==> src/rtl/clhp_pkg.sv <==
`timescale 1ns / 1ps
`default_nettype none

package clhp_pkg;

  // Configured capture link types
  localparam logic [15:0] LinkLoopback = 16'd0;
  localparam logic [15:0] LinkRawIp    = 16'd101;
  localparam logic [15:0] LinkCookedV1 = 16'd113;
  localparam logic [15:0] LinkCookedV2 = 16'd276;

  // Record status codes
  localparam logic [1:0] StatusOk          = 2'd0;
  localparam logic [1:0] StatusTooShort    = 2'd1;
  localparam logic [1:0] StatusUnsupported = 2'd2;

  // Payload kinds
  localparam logic [1:0] KindUnknown   = 2'd0;
  localparam logic [1:0] KindIpv4      = 2'd1;
  localparam logic [1:0] KindIpv6      = 2'd2;
  localparam logic [1:0] KindEthertype = 2'd3;

  // Header lengths in bytes
  localparam logic [4:0] HdrLoopback = 5'd4;
  localparam logic [4:0] HdrRawIp    = 5'd0;
  localparam logic [4:0] HdrCookedV1 = 5'd16;
  localparam logic [4:0] HdrCookedV2 = 5'd20;

  localparam int unsigned StoreDepth = 20;
  localparam int unsigned StoreIdxW  = 5;
  localparam logic [3:0]  AddrLenMax = 4'd8;

  // Loopback address families
  localparam logic [31:0] FamInet    = 32'd2;
  localparam logic [31:0] FamInet6A  = 32'd10;
  localparam logic [31:0] FamInet6B  = 32'd24;
  localparam logic [31:0] FamInet6C  = 32'd28;
  localparam logic [31:0] FamInet6D  = 32'd30;

  // IP version nibbles
  localparam logic [3:0] IpVer4 = 4'd4;
  localparam logic [3:0] IpVer6 = 4'd6;

  typedef logic [StoreDepth-1:0][7:0] hdr_bytes_t;

  typedef struct packed {
    logic [1:0]  status;
    logic [1:0]  payload_kind;
    logic [4:0]  header_length;
    logic [15:0] payload_length;
    logic [15:0] ethertype;
    logic [15:0] packet_direction;
    logic [15:0] hardware_type;
    logic [3:0]  address_length;
    logic [63:0] link_address;
    logic [31:0] interface_index;
    logic [31:0] loopback_family;
  } rec_t;

  function automatic logic [1:0] family_kind(input logic [31:0] fam);
    logic [1:0] k;
    k = KindUnknown;
    if (fam == FamInet) begin
      k = KindIpv4;
    end else if (fam == FamInet6A || fam == FamInet6B ||
                 fam == FamInet6C || fam == FamInet6D) begin
      k = KindIpv6;
    end
    return k;
  endfunction

endpackage

`default_nettype wire

==> src/rtl/clhp_front.sv <==
`timescale 1ns / 1ps
`default_nettype none

module clhp_front
  import clhp_pkg::*;
#(
  parameter int unsigned LEN_BITS = 16
) (
  input  wire logic                clk_i,
  input  wire logic                rst_ni,
  input  wire logic                in_valid_i,
  output logic                     in_ready_o,
  input  wire logic [7:0]          data_byte_i,
  input  wire logic                frame_last_i,
  input  wire logic                q_ready_i,
  output logic                     push_o,
  output hdr_bytes_t               hdr_o,
  output logic [LEN_BITS-1:0]      len_o
);

  localparam logic [LEN_BITS-1:0] MaxCount = {LEN_BITS{1'b1}};

  logic [LEN_BITS-1:0] count_q, count_d;
  hdr_bytes_t          store_q;
  logic                accept;
  logic                in_store;
  logic [LEN_BITS-1:0] len_next;

  assign in_ready_o = q_ready_i;
  assign accept     = in_valid_i && q_ready_i;
  assign in_store   = count_q < LEN_BITS'(StoreDepth);
  assign len_next   = (count_q == MaxCount) ? count_q : count_q + 1'b1;

  always_comb begin
    count_d = count_q;
    if (accept) begin
      count_d = frame_last_i ? '0 : len_next;
    end
  end

  always_ff @(posedge clk_i or negedge rst_ni) begin
    if (!rst_ni) begin
      count_q <= '0;
    end else begin
      count_q <= count_d;
    end
  end

  // header bytes, stale beyond the current count
  always_ff @(posedge clk_i) begin
    if (accept && in_store) begin
      store_q[count_q[StoreIdxW-1:0]] <= data_byte_i;
    end
  end

  // snapshot with the final beat merged in
  always_comb begin
    for (int i = 0; i < StoreDepth; i++) begin
      hdr_o[i] = (in_store && count_q[StoreIdxW-1:0] == StoreIdxW'(i)) ?
                 data_byte_i : store_q[i];
    end
  end

  assign push_o = accept && frame_last_i;
  assign len_o  = len_next;

endmodule

`default_nettype wire

==> src/rtl/clhp_queue.sv <==
`timescale 1ns / 1ps
`default_nettype none

module clhp_queue #(
  parameter int unsigned WIDTH = 176
) (
  input  wire logic             clk_i,
  input  wire logic             rst_ni,
  input  wire logic             push_i,
  input  wire logic [WIDTH-1:0] wdata_i,
  output logic                  ready_o,
  output logic                  valid_o,
  output logic [WIDTH-1:0]      rdata_o,
  input  wire logic             pop_ready_i
);

  logic [1:0][WIDTH-1:0] mem_q;
  logic                  wr_ptr_q, rd_ptr_q;
  logic [1:0]            fill_q, fill_d;
  logic                  pop;

  assign ready_o = fill_q != 2'd2;
  assign valid_o = fill_q != 2'd0;
  assign rdata_o = mem_q[rd_ptr_q];
  assign pop     = valid_o && pop_ready_i;

  always_comb begin
    fill_d = fill_q;
    if (push_i && !pop) begin
      fill_d = fill_q + 2'd1;
    end else if (pop && !push_i) begin
      fill_d = fill_q - 2'd1;
    end
  end

  always_ff @(posedge clk_i or negedge rst_ni) begin
    if (!rst_ni) begin
      wr_ptr_q <= 1'b0;
      rd_ptr_q <= 1'b0;
      fill_q   <= 2'd0;
    end else begin
      fill_q <= fill_d;
      if (push_i) begin
        wr_ptr_q <= ~wr_ptr_q;
      end
      if (pop) begin
        rd_ptr_q <= ~rd_ptr_q;
      end
    end
  end

  always_ff @(posedge clk_i) begin
    if (push_i) begin
      mem_q[wr_ptr_q] <= wdata_i;
    end
  end

endmodule

`default_nettype wire

==> src/rtl/clhp_back.sv <==
`timescale 1ns / 1ps
`default_nettype none

module clhp_back
  import clhp_pkg::*;
#(
  parameter int unsigned LEN_BITS = 16
) (
  input  wire logic                clk_i,
  input  wire logic                rst_ni,
  input  wire logic [15:0]         link_code_i,
  input  wire logic                q_valid_i,
  output logic                     q_ready_o,
  input  wire hdr_bytes_t          hdr_i,
  input  wire logic [LEN_BITS-1:0] len_i,
  output logic                     out_valid_o,
  input  wire logic                out_ready_i,
  output rec_t                     rec_o
);

  localparam int unsigned DiffW = (LEN_BITS > 16) ? LEN_BITS : 16;

  rec_t              rec_q, rec_d;
  logic              valid_q;
  logic              load;
  logic [4:0]        hdr_len;
  logic [DiffW-1:0]  diff;
  logic [15:0]       pay_len;
  logic [31:0]       fam_le, fam_be;
  logic [1:0]        kind_le, kind_be;
  logic [15:0]       al_v1;
  logic [7:0]        al_v2;

  assign q_ready_o = !valid_q || out_ready_i;
  assign load      = q_valid_i && q_ready_o;

  always_comb begin
    unique case (link_code_i)
      LinkLoopback: hdr_len = HdrLoopback;
      LinkCookedV1: hdr_len = HdrCookedV1;
      LinkCookedV2: hdr_len = HdrCookedV2;
      default:      hdr_len = HdrRawIp;
    endcase
  end

  assign diff    = DiffW'(len_i) - DiffW'(hdr_len);
  assign pay_len = (diff > DiffW'(16'hFFFF)) ? 16'hFFFF : diff[15:0];

  assign fam_le  = {hdr_i[3], hdr_i[2], hdr_i[1], hdr_i[0]};
  assign fam_be  = {hdr_i[0], hdr_i[1], hdr_i[2], hdr_i[3]};
  assign kind_le = family_kind(fam_le);
  assign kind_be = family_kind(fam_be);
  assign al_v1   = {hdr_i[4], hdr_i[5]};
  assign al_v2   = hdr_i[11];

  always_comb begin
    rec_d = '0;
    unique case (link_code_i)
      LinkLoopback: begin
        if (len_i < LEN_BITS'(HdrLoopback)) begin
          rec_d.status = StatusTooShort;
        end else begin
          rec_d.header_length  = HdrLoopback;
          rec_d.payload_length = pay_len;
          if (kind_le == KindUnknown && kind_be != KindUnknown) begin
            rec_d.payload_kind    = kind_be;
            rec_d.loopback_family = fam_be;
          end else begin
            rec_d.payload_kind    = kind_le;
            rec_d.loopback_family = fam_le;
          end
        end
      end
      LinkRawIp: begin
        rec_d.header_length  = HdrRawIp;
        rec_d.payload_length = pay_len;
        if (hdr_i[0][7:4] == IpVer4) begin
          rec_d.payload_kind = KindIpv4;
        end else if (hdr_i[0][7:4] == IpVer6) begin
          rec_d.payload_kind = KindIpv6;
        end
      end
      LinkCookedV1: begin
        if (len_i < LEN_BITS'(HdrCookedV1)) begin
          rec_d.status = StatusTooShort;
        end else begin
          rec_d.payload_kind     = KindEthertype;
          rec_d.header_length    = HdrCookedV1;
          rec_d.payload_length   = pay_len;
          rec_d.ethertype        = {hdr_i[14], hdr_i[15]};
          rec_d.packet_direction = {hdr_i[0], hdr_i[1]};
          rec_d.hardware_type    = {hdr_i[2], hdr_i[3]};
          rec_d.address_length   = (al_v1 > 16'(AddrLenMax)) ? AddrLenMax : al_v1[3:0];
          rec_d.link_address     = {hdr_i[6], hdr_i[7], hdr_i[8], hdr_i[9],
                                    hdr_i[10], hdr_i[11], hdr_i[12], hdr_i[13]};
        end
      end
      LinkCookedV2: begin
        if (len_i < LEN_BITS'(HdrCookedV2)) begin
          rec_d.status = StatusTooShort;
        end else begin
          rec_d.payload_kind     = KindEthertype;
          rec_d.header_length    = HdrCookedV2;
          rec_d.payload_length   = pay_len;
          rec_d.ethertype        = {hdr_i[0], hdr_i[1]};
          rec_d.packet_direction = {8'h00, hdr_i[10]};
          rec_d.hardware_type    = {hdr_i[8], hdr_i[9]};
          rec_d.address_length   = (al_v2 > 8'(AddrLenMax)) ? AddrLenMax : al_v2[3:0];
          rec_d.link_address     = {hdr_i[12], hdr_i[13], hdr_i[14], hdr_i[15],
                                    hdr_i[16], hdr_i[17], hdr_i[18], hdr_i[19]};
          rec_d.interface_index  = {hdr_i[4], hdr_i[5], hdr_i[6], hdr_i[7]};
        end
      end
      default: begin
        rec_d.status = StatusUnsupported;
      end
    endcase
  end

  always_ff @(posedge clk_i or negedge rst_ni) begin
    if (!rst_ni) begin
      valid_q <= 1'b0;
    end else if (load) begin
      valid_q <= 1'b1;
    end else if (out_ready_i) begin
      valid_q <= 1'b0;
    end
  end

  always_ff @(posedge clk_i) begin
    if (load) begin
      rec_q <= rec_d;
    end
  end

  assign out_valid_o = valid_q;
  assign rec_o       = rec_q;

endmodule

`default_nettype wire

==> src/rtl/capture_link_header_parser.sv <==
`timescale 1ns / 1ps
`default_nettype none

// Channel   Dir  Handshake               Payload
// in        in   in_valid_i/in_ready_o   data_byte_i, frame_last_i (one byte per beat)
// out       out  out_valid_o/out_ready_i decoded link header record, one per frame
// cfg       in   cfg_we_i                cfg_wdata_i -> link code
//
// One byte beat per cycle while the frame queue has room; the byte counter and header
// store update in the accepting cycle. A frame's record becomes valid after the queue
// write, then the decode into the output register; a stalled output holds it queued.
// Reset clears the count, queue pointers, output valid and link code (loopback).
// A two-entry queue of frame snapshots parts the byte side from the decoder,
// so a stalled output blocks input only once both entries are held.

module capture_link_header_parser
  import clhp_pkg::*;
#(
  parameter int unsigned LEN_BITS = 16
) (
  input  wire logic        clk_i,
  input  wire logic        rst_ni,
  input  wire logic        cfg_we_i,
  input  wire logic [15:0] cfg_wdata_i,
  input  wire logic        in_valid_i,
  output logic             in_ready_o,
  input  wire logic [7:0]  data_byte_i,
  input  wire logic        frame_last_i,
  output logic             out_valid_o,
  input  wire logic        out_ready_i,
  output logic [1:0]       status_o,
  output logic [1:0]       payload_kind_o,
  output logic [4:0]       header_length_o,
  output logic [15:0]      payload_length_o,
  output logic [15:0]      ethertype_o,
  output logic [15:0]      packet_direction_o,
  output logic [15:0]      hardware_type_o,
  output logic [3:0]       address_length_o,
  output logic [63:0]      link_address_o,
  output logic [31:0]      interface_index_o,
  output logic [31:0]      loopback_family_o
);

  localparam int unsigned EntryW = $bits(hdr_bytes_t) + LEN_BITS;

  logic [15:0]         link_code_q;
  logic                q_ready, push, q_valid, q_pop_ready;
  hdr_bytes_t          f_hdr, b_hdr;
  logic [LEN_BITS-1:0] f_len, b_len;
  logic [EntryW-1:0]   q_rdata;
  rec_t                rec;

  always_ff @(posedge clk_i or negedge rst_ni) begin
    if (!rst_ni) begin
      link_code_q <= LinkLoopback;
    end else if (cfg_we_i) begin
      link_code_q <= cfg_wdata_i;
    end
  end

  clhp_front #(.LEN_BITS(LEN_BITS)) u_front (
    .clk_i        (clk_i),
    .rst_ni       (rst_ni),
    .in_valid_i   (in_valid_i),
    .in_ready_o   (in_ready_o),
    .data_byte_i  (data_byte_i),
    .frame_last_i (frame_last_i),
    .q_ready_i    (q_ready),
    .push_o       (push),
    .hdr_o        (f_hdr),
    .len_o        (f_len)
  );

  // frame snapshot: header bytes above, length below
  clhp_queue #(.WIDTH(EntryW)) u_queue (
    .clk_i       (clk_i),
    .rst_ni      (rst_ni),
    .push_i      (push),
    .wdata_i     ({f_hdr, f_len}),
    .ready_o     (q_ready),
    .valid_o     (q_valid),
    .rdata_o     (q_rdata),
    .pop_ready_i (q_pop_ready)
  );

  assign b_hdr = q_rdata[EntryW-1:LEN_BITS];
  assign b_len = q_rdata[LEN_BITS-1:0];

  clhp_back #(.LEN_BITS(LEN_BITS)) u_back (
    .clk_i       (clk_i),
    .rst_ni      (rst_ni),
    .link_code_i (link_code_q),
    .q_valid_i   (q_valid),
    .q_ready_o   (q_pop_ready),
    .hdr_i       (b_hdr),
    .len_i       (b_len),
    .out_valid_o (out_valid_o),
    .out_ready_i (out_ready_i),
    .rec_o       (rec)
  );

  assign status_o           = rec.status;
  assign payload_kind_o     = rec.payload_kind;
  assign header_length_o    = rec.header_length;
  assign payload_length_o   = rec.payload_length;
  assign ethertype_o        = rec.ethertype;
  assign packet_direction_o = rec.packet_direction;
  assign hardware_type_o    = rec.hardware_type;
  assign address_length_o   = rec.address_length;
  assign link_address_o     = rec.link_address;
  assign interface_index_o  = rec.interface_index;
  assign loopback_family_o  = rec.loopback_family;

endmodule

`default_nettype wire
==> config.mk <==
export PLATFORM = sky130hd
export DESIGN_NAME = capture_link_header_parser
export DESIGN_NICKNAME = d
export VERILOG_FILES = /design/src/rtl/clhp_pkg.sv /design/src/rtl/clhp_front.sv /design/src/rtl/clhp_queue.sv /design/src/rtl/clhp_back.sv /design/src/rtl/capture_link_header_parser.sv
export SDC_FILE = /design/constraint.sdc
export NUM_CORES = 1
export LEC_CHECK = 0
export ABC_AREA = 1
export BUFFER_PORTS_ARGS = -buffer_cell sky130_fd_sc_hd__buf_2
export CORE_MARGIN = 5
export CORE_UTILIZATION = 45
export DETAILED_ROUTE_END_ITERATION = 10
export SLEW_MARGIN = 20
export SYNTH_ARGS = -nofsm -noshare
export SYNTH_HDL_FRONTEND = slang
export SYNTH_SLANG_ARGS = --single-unit
==> constraint.sdc <==
create_clock -name clk_i -period 14.03 [get_ports clk_i]
set_input_delay 2.806 -clock clk_i [delete_from_list [all_inputs] [get_ports clk_i]]
set_output_delay 2.806 -clock clk_i [all_outputs]
set_load 0.05 [all_outputs]
## Yosys cells after proc, flatten, opt, wreduce, memory -nomap -nowiden

Index checks and enable logic that the tools add are counted.
Widths: inputs -> output; s select.

| word-level totals | value |
|---|---|
| word-level logic and storage cells | 198 |
| RAM bits | 0 |
| latch bits | 0 |
| input bits | 30 |
| memories | 0 |
| flip-flop bits (word level) | 754 |
| ROM bits | 0 |

| cells by class | value |
|---|---|
| multipliers | 0 |
| equality and inequality tests | 36 |
| bitwise gates (word level) | 4 |
| $add $sub $neg | 4 |
| div/mod/pow operators | 0 |
| shifts and indexed selects | 0 |
| $lt $le $gt $ge | 12 |
| multiplexer cells | 55 |
| reductions and logical operators | 48 |

Operators by type and width:

| kind | number |
|---|---|
| $mux 176 | 3 |
| $bwmux 352 | 1 |
| $pmux 116 s2 | 1 |
| $eq 32x5->1 const B | 6 |
| $demux 176 s1 | 1 |
| $mux 171 | 1 |
| $mux 8 | 21 |
| $bwmux 160 | 1 |
| $mux 139 | 1 |
| $pmux 23 s4 | 1 |
| $eq 32x2->1 const B | 2 |
| $eq 32x4->1 const B | 2 |
| $lt 16x5->1 const B | 3 |
| $mux 16 | 3 |
| $demux 8 s5 | 1 |
| $eq 5x4->1 const B | 8 |
| $eq 16x7->1 const B | 2 |
| $mux 32 | 1 |
| $logic_and 1x1->1 | 29 |
| $mux 23 | 1 |
| $eq 5x3->1 const B | 4 |
| $eq 5x5->1 const B | 4 |
| $mux 2 | 9 |
| $add 16x1->16 const B | 1 |
| other kinds (29) | 52 |

## Depth between registers and ports, before layout

Gate-level depths: netlist of the first run.

| depth | value |
|---|---|
| depth in word-level cells | 13 |
| gate-level depth with buffers | 18 |
| depth with buffers taken out | 18 |

## Hierarchy

Synthesis of the first run repeated with hierarchy kept, for this count alone.

| second synthesis, totals | value |
|---|---|
| cell total of the unflattened synthesis | 2,680 |
| area total of the unflattened synthesis | 32,159.6 um^2 |

Modules (own cells, without submodules):

| module | cells an instance | area each (um^2) | times used |
|---|---|---|---|
| clhp_queue | 947 | 13,097.6 | 1 |
| clhp_back | 850 | 9,809.4 | 1 |
| clhp_front | 815 | 8,608.3 | 1 |
| capture_link_header_parser | 68 | 644.4 | 1 |

## Least setup slack after synthesis of the first run

OpenSTA, ideal clock, no wires.

| timing | value |
|---|---|
| path kind | input to register |
| from | in out_ready_i |
| to | reg u_queue.fill_q[1] |
| cell stages on the path | 7 |
| setup slack | -0.320 ns |
| data arrival time | 14.220 ns |
| required time | 13.899 ns |
| setup time | 0.131 ns |
| cell sequence | nor2_1 > a21oi_1 > inv_1 > ha_1 > a21oi_1 > o21ai_0 > xor2_1 |

| on the way | value |
|---|---|
| cells in the longest elaborated chain, start to end | 5 |

Ends and longest elaborated chain:

| what | RTL line | text |
|---|---|---|
| start: declaration | capture_link_header_parser.sv:30 | `input wire logic out_ready_i,` |
| $logic_or 1x1->1 * | clhp_back.sv:34 | `assign q_ready_o = !valid_q \|\| out_ready_i;` |
| $logic_and 1x1->1 * | -- |  |
| named net u_back.load | clhp_back.sv:25 | `logic load;` |
| $logic_not 1->1 | clhp_queue.sv:29 | `if (push_i && !pop) begin` |
| $logic_and 1x1->1 | clhp_queue.sv:29 |  |
| $mux 2 / $reduce_bool 2->1 (equally long branches) | -- |  |
| end signal: assignment | clhp_queue.sv:42 | `fill_q <= fill_d;` |
| end: declaration | clhp_queue.sv:19 | `logic [1:0] fill_q, fill_d;` |

Mark *: on every way through the listed nets, which the timed path passes. The rest lies on a longest branch.
A chain may end at the register's enable or synchronous reset.

## Worst setup path in the final report of the first run

| timing | value |
|---|---|
| from | in in_valid_i |
| to | reg u_queue.mem_q[317] (netlist bit) (enable) |

| on the way | value |
|---|---|
| cells in the longest elaborated chain, start to end | 2 |

Ends and longest elaborated chain:

| what | RTL line | text |
|---|---|---|
| start: declaration | capture_link_header_parser.sv:25 | `input wire logic in_valid_i,` |
| $logic_and 1x1->1 | clhp_front.sv:30 | `assign accept = in_valid_i && q_ready_i;` |
| $logic_and 1x1->1 | clhp_front.sv:64 | `assign push_o = accept && frame_last_i;` |
| named net push | capture_link_header_parser.sv:47 | `logic q_ready, push, q_valid, q_pop_ready;` |
| end signal: indexed assignment | clhp_queue.sv:54 | `mem_q[wr_ptr_q] <= wdata_i;` |
| end: declaration | clhp_queue.sv:17 | `logic [1:0][WIDTH-1:0] mem_q;` |

The timed path passes the listed nets, and every way through them passes these cells.

==> results.toml, run 1 <==
[outcome]
outcome = "finished clean"

[clocking]
cts_hold_buf = 0
numClockSinks = 751
cts_resized = 0
h-tree-depth = 3
clockRootBuffer = "clkbuf_16"
cts_buffers = 75
clk_pin_slew_worst_paths_ns = 0.06
cts.path.max_buffers = 3
postCtsSetupBuffers = 0
tritoncts = "built"
clock_latency_ns = 0.61

[routing]
routed-via-count = 18721
ant_nets = 0
routedWlPerCell_um = 21.8
drc = 0
dr_wl_met3_mm = 6.33
drt-initial-drc-count = 2089
routed.top_layer = "met4"
firstDrtPassIters = 6
route.met2.wl_mm = 35.2
wirelength_mm = 76.4
met1_length_mm = 33.2
viasPerCell = 5.35

[timing]
min_period_ns = 6.24
fin_crit_sh = 0.445
worst_pin_slew_ns = 1.16
max_slew_margin = 0.224
fin_skew_ns = 0.0286
setup_tns_ns = 0
hold_viol = 0
max_freq_mhz = 160
drv_slew = 0
finalSetupViolations = 0
rsz0062_at_grt = "false"
whs_ns = 0.484

[power]
switching_power_uw = 2770
vdd_drop_max_mv = 0.141
p_int_uw = 4470
seqPwrFrac = 0.428
power_density_nw_per_um2 = 211
clockPowerShare = 0.265
switching_share = 0.382
p_leak_uw = 0.0134
power_frac_comb = 0.306

[setup_path]
reg2reg_from = "u_queue.rd_ptr_q$_DFFE_PN0P_"
rrSetupSlack_ns = 8.87
slowest_delay_ns = 0.89
rr_endpoint = "u_back.rec_o[154]$_SDFFCE_PP0P_"
path_class = "input port to flop"
crit_arrival_ns = 6.48
slowest_stage = "buf_4"
end_kind = "flop"
cpMostUsedCell = "buf_4"
reg2reg_depth = 13
required_ns = 14.27
start_kind = "input port"
critPathMaxFanout = 68
cp_cell_sequence = "buf_2 > nand2_2 > nor2_1 > inv_1 > nor2_4 > buf_4 > buf_4 > buf_4"

[synth]
synth.distinct_cells = 42
synth_area_leaders = "edfxtp_1 72%, nand2_1 6.8%, o21ai_0 3.8%"
yosys.area.top_type = "edfxtp_1"
syn_area_um2 = 30000
yosysWarnings = 0
synth-seq-cells = 751
yosysTopAreaCellShare = 0.716
syn_avg_cell_area_um2 = 12.8
synth-seq-area-share = 0.747
synthesis.instances = 2334

[global_route]
grt_pass1_wl_mm = 113
grt_overflow = 0
grt_pass1_vias = 18079
grt_max_degree = 85
antenna_found_initial = 2
grt_use_total = 0.209

[place]
routabilityCongestion = 0.847
dpl-instance-area_um2 = 31900
dp_cells = 3363
io_buffers = 233
hpwl_mm = 48.0

[worst_hold_path]
min_delay_path_depth = 1
hold_start = "u_queue.fill_q[0]$_DFFE_PN0P_"
min-delay-path-class = "flop to flop"
hold_path_end = "u_queue.fill_q[0]$_DFFE_PN0P_"

[floorplan]
io_pins = 237
die_h_um = 268
dieArea_um2 = 71800
rows = 94
core-area_um2 = 65900
start_util = 0.455
die_x_um = 268

[layout]
fin_nets = 2617
area_growth_pct = 14.6
layout.cells.most_common = "edfxtp_1"
drive_above_1_share = 0.164
final_cell_mix = "714 x edfxtp_1, 542 x nand2_1, 233 x buf_2"
final_area_um2 = 34300
final_cells = 3501
final_util = 0.521

[job]
cap_violations = 0
## power groups by stage
stage | combinational, µW | sequential, µW | clock, µW
floorplan | 793 | 4000 | 0
global route | 2350 | 3140 | 2050
CTS | 2220 | 3110 | 1960
global placement | 2200 | 3140 | 0
finish | 2220 | 3100 | 1920
detailed placement | 2210 | 3150 | 0
## layout make-up
class                   count  area (µm²)
flip-flops and latches    751       22400
well taps                 864        1080
repair buffers            260        1410
clock buffers              93        2000
fillers                  5594       31500
diodes                      1        2.50
clock inverters            42         342
multi-input cells        1329        6520
inverters                 161         607
## critical path, delay by kind of cell
family,cells,cell delay [ns]
simple gates,3,1.01
buf+inv,5,2.52
## synthesized netlist by cell type (all sizes together)
| library cell | number |
|---|---|
| a21oi | 10 |
| a31oi | 2 |
| and2 | 2 |
| buf | 63 |
| clkbuf | 32 |
| conb | 1 |
| dfrtp | 37 |
| edfxtp | 714 |
| ha | 9 |
| inv | 161 |
| mux2 | 3 |
| mux2i | 54 |
| nand2 | 549 |
| nand3 | 67 |
| nand3b | 15 |
| nand4 | 14 |
| nor2 | 214 |
| nor3 | 10 |
| nor3b | 1 |
| nor4 | 1 |
| o21ai | 250 |
| o21bai | 1 |
| o221ai | 1 |
| o22ai | 55 |
| o31ai | 30 |
| or2 | 14 |
| xnor2 | 4 |
| xor2 | 20 |
## per-layer routing
metal,up-vias,track usage
li1,8708,-
met1,9151,0.304
met2,742,0.328
met3,120,0.0419
met4,0,0.0581
met5,-,0
## how the worst max path moves through the flow
stage                                   endpoint        from  cells past startpoint
floorplan             u_queue.mem_q[0]$_DFFE_PP_  in_valid_i                      4
global placement    u_queue.mem_q[258]$_DFFE_PP_  in_valid_i                      8
detailed placement  u_queue.mem_q[199]$_DFFE_PP_  in_valid_i                      8
CTS                 u_queue.mem_q[258]$_DFFE_PP_  in_valid_i                      8
global route        u_queue.mem_q[299]$_DFFE_PP_  in_valid_i                      8
finish              u_queue.mem_q[317]$_DFFE_PP_  in_valid_i                      8
## kinds of logic after synthesis
logic type	after synthesis	share of synthesized area
adder cells (fa/ha/maj)	9	0.00376
buffers and inverters	256	0.0374
flip-flops	751	0.747
AO/OA/AOI/OAI	349	0.0644
XOR/XNOR	24	0.00702
AND/OR/NAND/NOR	887	0.122
multiplexers	57	0.0192
other	1	0.000125
## sequential cells by signal, indices dropped and copies added, names as in the netlist
name	flops
u_back.rec_o	202
u_queue.mem_q	352
u_back.out_valid_o	1
u_front.count_q	16
u_queue.wr_ptr_q	1
link_code_q	16
u_front.store_q	160
u_queue.fill_q	2
u_queue.rd_ptr_q	1
## metrics by stage
stage	power [µW]	setup WS [ns]
after floorplan	4800	2.77
after global placement	5340	7.16
after detailed placement	5360	7.15
after CTS	7280	7.79
after global routing	7540	7.59
final	7240	7.79
Power figures use the tool's default switching activity.
==> inputs of run 2 (changes only) <==
Clock period 14.03 ns to 5.77 ns, I/O delays scaled along.
==> run 2 against run 1 <==
Largest cell class unchanged. Combinational power up 140%. Clock-buffer cell count increased by 5. Flip-flop and latch count unchanged. Cell area grew 0.74%. Non-clock buffer count decreased by 5. Routed wire length increased by 2.7%. Clock skew down 0.0021 ns. Sequential power is 140% higher. Die area unchanged. Power grew to 2.5 times the previous value. First-iteration DRC count is 9.0% lower.
==> results.toml, run 2 (synthesis gave the netlist of run 1 again) <==
[power]
p_leak_uw = 0.0135
power_frac_comb = 0.300
seqPwrFrac = 0.419
vdd_drop_max_mv = 0.324
switching_power_uw = 6870
switching_share = 0.379
power_density_nw_per_um2 = 524
clockPowerShare = 0.282
p_int_uw = 11200

[clocking]
clock_latency_ns = 0.62
numClockSinks = 751
cts_buffers = 77
tritoncts = "built"
cts_resized = 0
clockRootBuffer = "clkbuf_16"
h-tree-depth = 3
cts_hold_buf = 0
cts.path.max_buffers = 3
clk_pin_slew_worst_paths_ns = 0.06
postCtsSetupBuffers = 0

[timing]
fin_crit_sh = 0.667
max_slew_margin = 0.222
finalSetupViolations = 0
drv_slew = 0
rsz0062_at_grt = "false"
setup_tns_ns = 0
worst_pin_slew_ns = 1.17
max_freq_mhz = 260
hold_viol = 0
whs_ns = 0.478
fin_skew_ns = 0.0265
min_period_ns = 3.85

[place]
dpl-instance-area_um2 = 32000
io_buffers = 233
hpwl_mm = 48.8
routabilityCongestion = 0.863

[routing]
drt-initial-drc-count = 1902
viasPerCell = 5.39
routedWlPerCell_um = 22.4
drc = 0
wirelength_mm = 78.5
routed-via-count = 18876
ant_nets = 0
firstDrtPassIters = 5

[outcome]
outcome = "finished clean"

[layout]
largest_reg_flops = 352
nFillCells = 5611
final_cell_mix = "714 x edfxtp_1, 543 x nand2_1, 233 x buf_2"
final_util = 0.525
largest-register = "u_queue.mem_q"
multiInputGateArea_um2 = 6510
layout.cells.most_common = "edfxtp_1"
drive_above_1_share = 0.163
final_area_um2 = 34600
regArea_um2 = 22400
area_growth_pct = 15.4
fin_nets = 2614

[setup_path]
crit_arrival_ns = 4.21
path_delay_family = "buffers and inverters"
cp-endpoint = "u_back.rec_o[201]$_SDFFCE_PP0P_"
crit_cells = 11
end_kind = "flop"
startpoint = "u_queue.rd_ptr_q$_DFFE_PN0P_"
path_class = "flop to flop"
critPathMaxFanout = 52
slowest_stage = "dfrtp_4"
rr_endpoint = "u_back.rec_o[201]$_SDFFCE_PP0P_"
cp_cell_sequence = "inv_2 > or2_0 > o21ai_1 > inv_1 > nor2_1 > nand3_1 > nand2_4 > buf_4 > nand2_2 > a31oi_1 > nand2_1"
rrSetupSlack_ns = 1.92
reg2reg_from = "u_queue.rd_ptr_q$_DFFE_PN0P_"
worst-path-buf-inv = 3
start_kind = "flop"
slowest_delay_ns = 0.79
reg2reg_depth = 11
required_ns = 6.14

[floorplan]
io_pins = 237
die_h_um = 268
dieArea_um2 = 71800
die_x_um = 268
core-area_um2 = 65900
rows = 94
start_util = 0.455

[global_route]
grt_pass1_vias = 18009
grt_pass1_wl_mm = 115
grt_use_total = 0.215
grt_overflow = 0
antenna_found_initial = 4
grt_max_degree = 108

[worst_hold_path]
min-delay-path-class = "flop to flop"
min_delay_path_depth = 1

[job]
cap_violations = 0
==> run 2: worst min-delay path by stage <==
stage / start / endpoint / slack, ns
after detailed placement: u_queue.fill_q[0]$_DFFE_PN0P_ / u_queue.fill_q[0]$_DFFE_PN0P_ / 0.47
after global placement: u_queue.fill_q[0]$_DFFE_PN0P_ / u_queue.fill_q[0]$_DFFE_PN0P_ / 0.46
after CTS: u_queue.fill_q[0]$_DFFE_PN0P_ / u_queue.fill_q[0]$_DFFE_PN0P_ / 0.48
after floorplan: u_queue.fill_q[0]$_DFFE_PN0P_ / u_queue.fill_q[0]$_DFFE_PN0P_ / 0.45
final: u_queue.fill_q[0]$_DFFE_PN0P_ / u_queue.fill_q[0]$_DFFE_PN0P_ / 0.48
after global routing: u_queue.fill_q[0]$_DFFE_PN0P_ / u_queue.fill_q[0]$_DFFE_PN0P_ / 0.50
==> run 2: power groups by stage <==
stage	clock network, µW	logic (µW)	registers (µW)
after floorplan	0	1930	9620
after global placement	0	5430	7690
after detailed placement	0	5460	7690
after CTS	5190	5470	7590
after global routing	5440	5730	7670
final	5100	5430	7580
==> run 2: worst reg2reg max path, cell delays in order, from the launching register on <==
cell and delay (ns):
dfrtp_4 0.79, inv_2 0.55, or2_0 0.36, o21ai_1 0.16, inv_1 0.11, nor2_1 0.13
nand3_1 0.16, nand2_4 0.31, buf_4 0.60, nand2_2 0.19, a31oi_1 0.19, nand2_1 0.07
==> run 2: through the flow <==
step	setup WS, ns	instances	total power (µW)
floorplan	-0.873	2336	11600
global placement	2.02	3360	13100
detailed placement	1.92	3360	13100
CTS	1.92	3502	18200
global route	1.65	3502	18800
finish	1.92	3503	18100
==> run 2: cell type report <==
type | count | area share
Antenna cell | 1 | 0.0000724
Clock buffer | 98 | 0.0610
Clock inverter | 44 | 0.0140
Inverter | 161 | 0.0176
Multi-Input combinational cell | 1329 | 0.188
Sequential cell | 751 | 0.647
Tap cell | 864 | 0.0313
Timing Repair Buffer | 255 | 0.0408
==> run 2: per-layer routing <==
layer	global-route usage	routed length [µm]	vias up
li1	-	-	8699
met3	0.0408	6680	97
met2	0.342	37000	815
met5	0	0	-
met1	0.310	33400	9265
met4	0.0525	1450	0
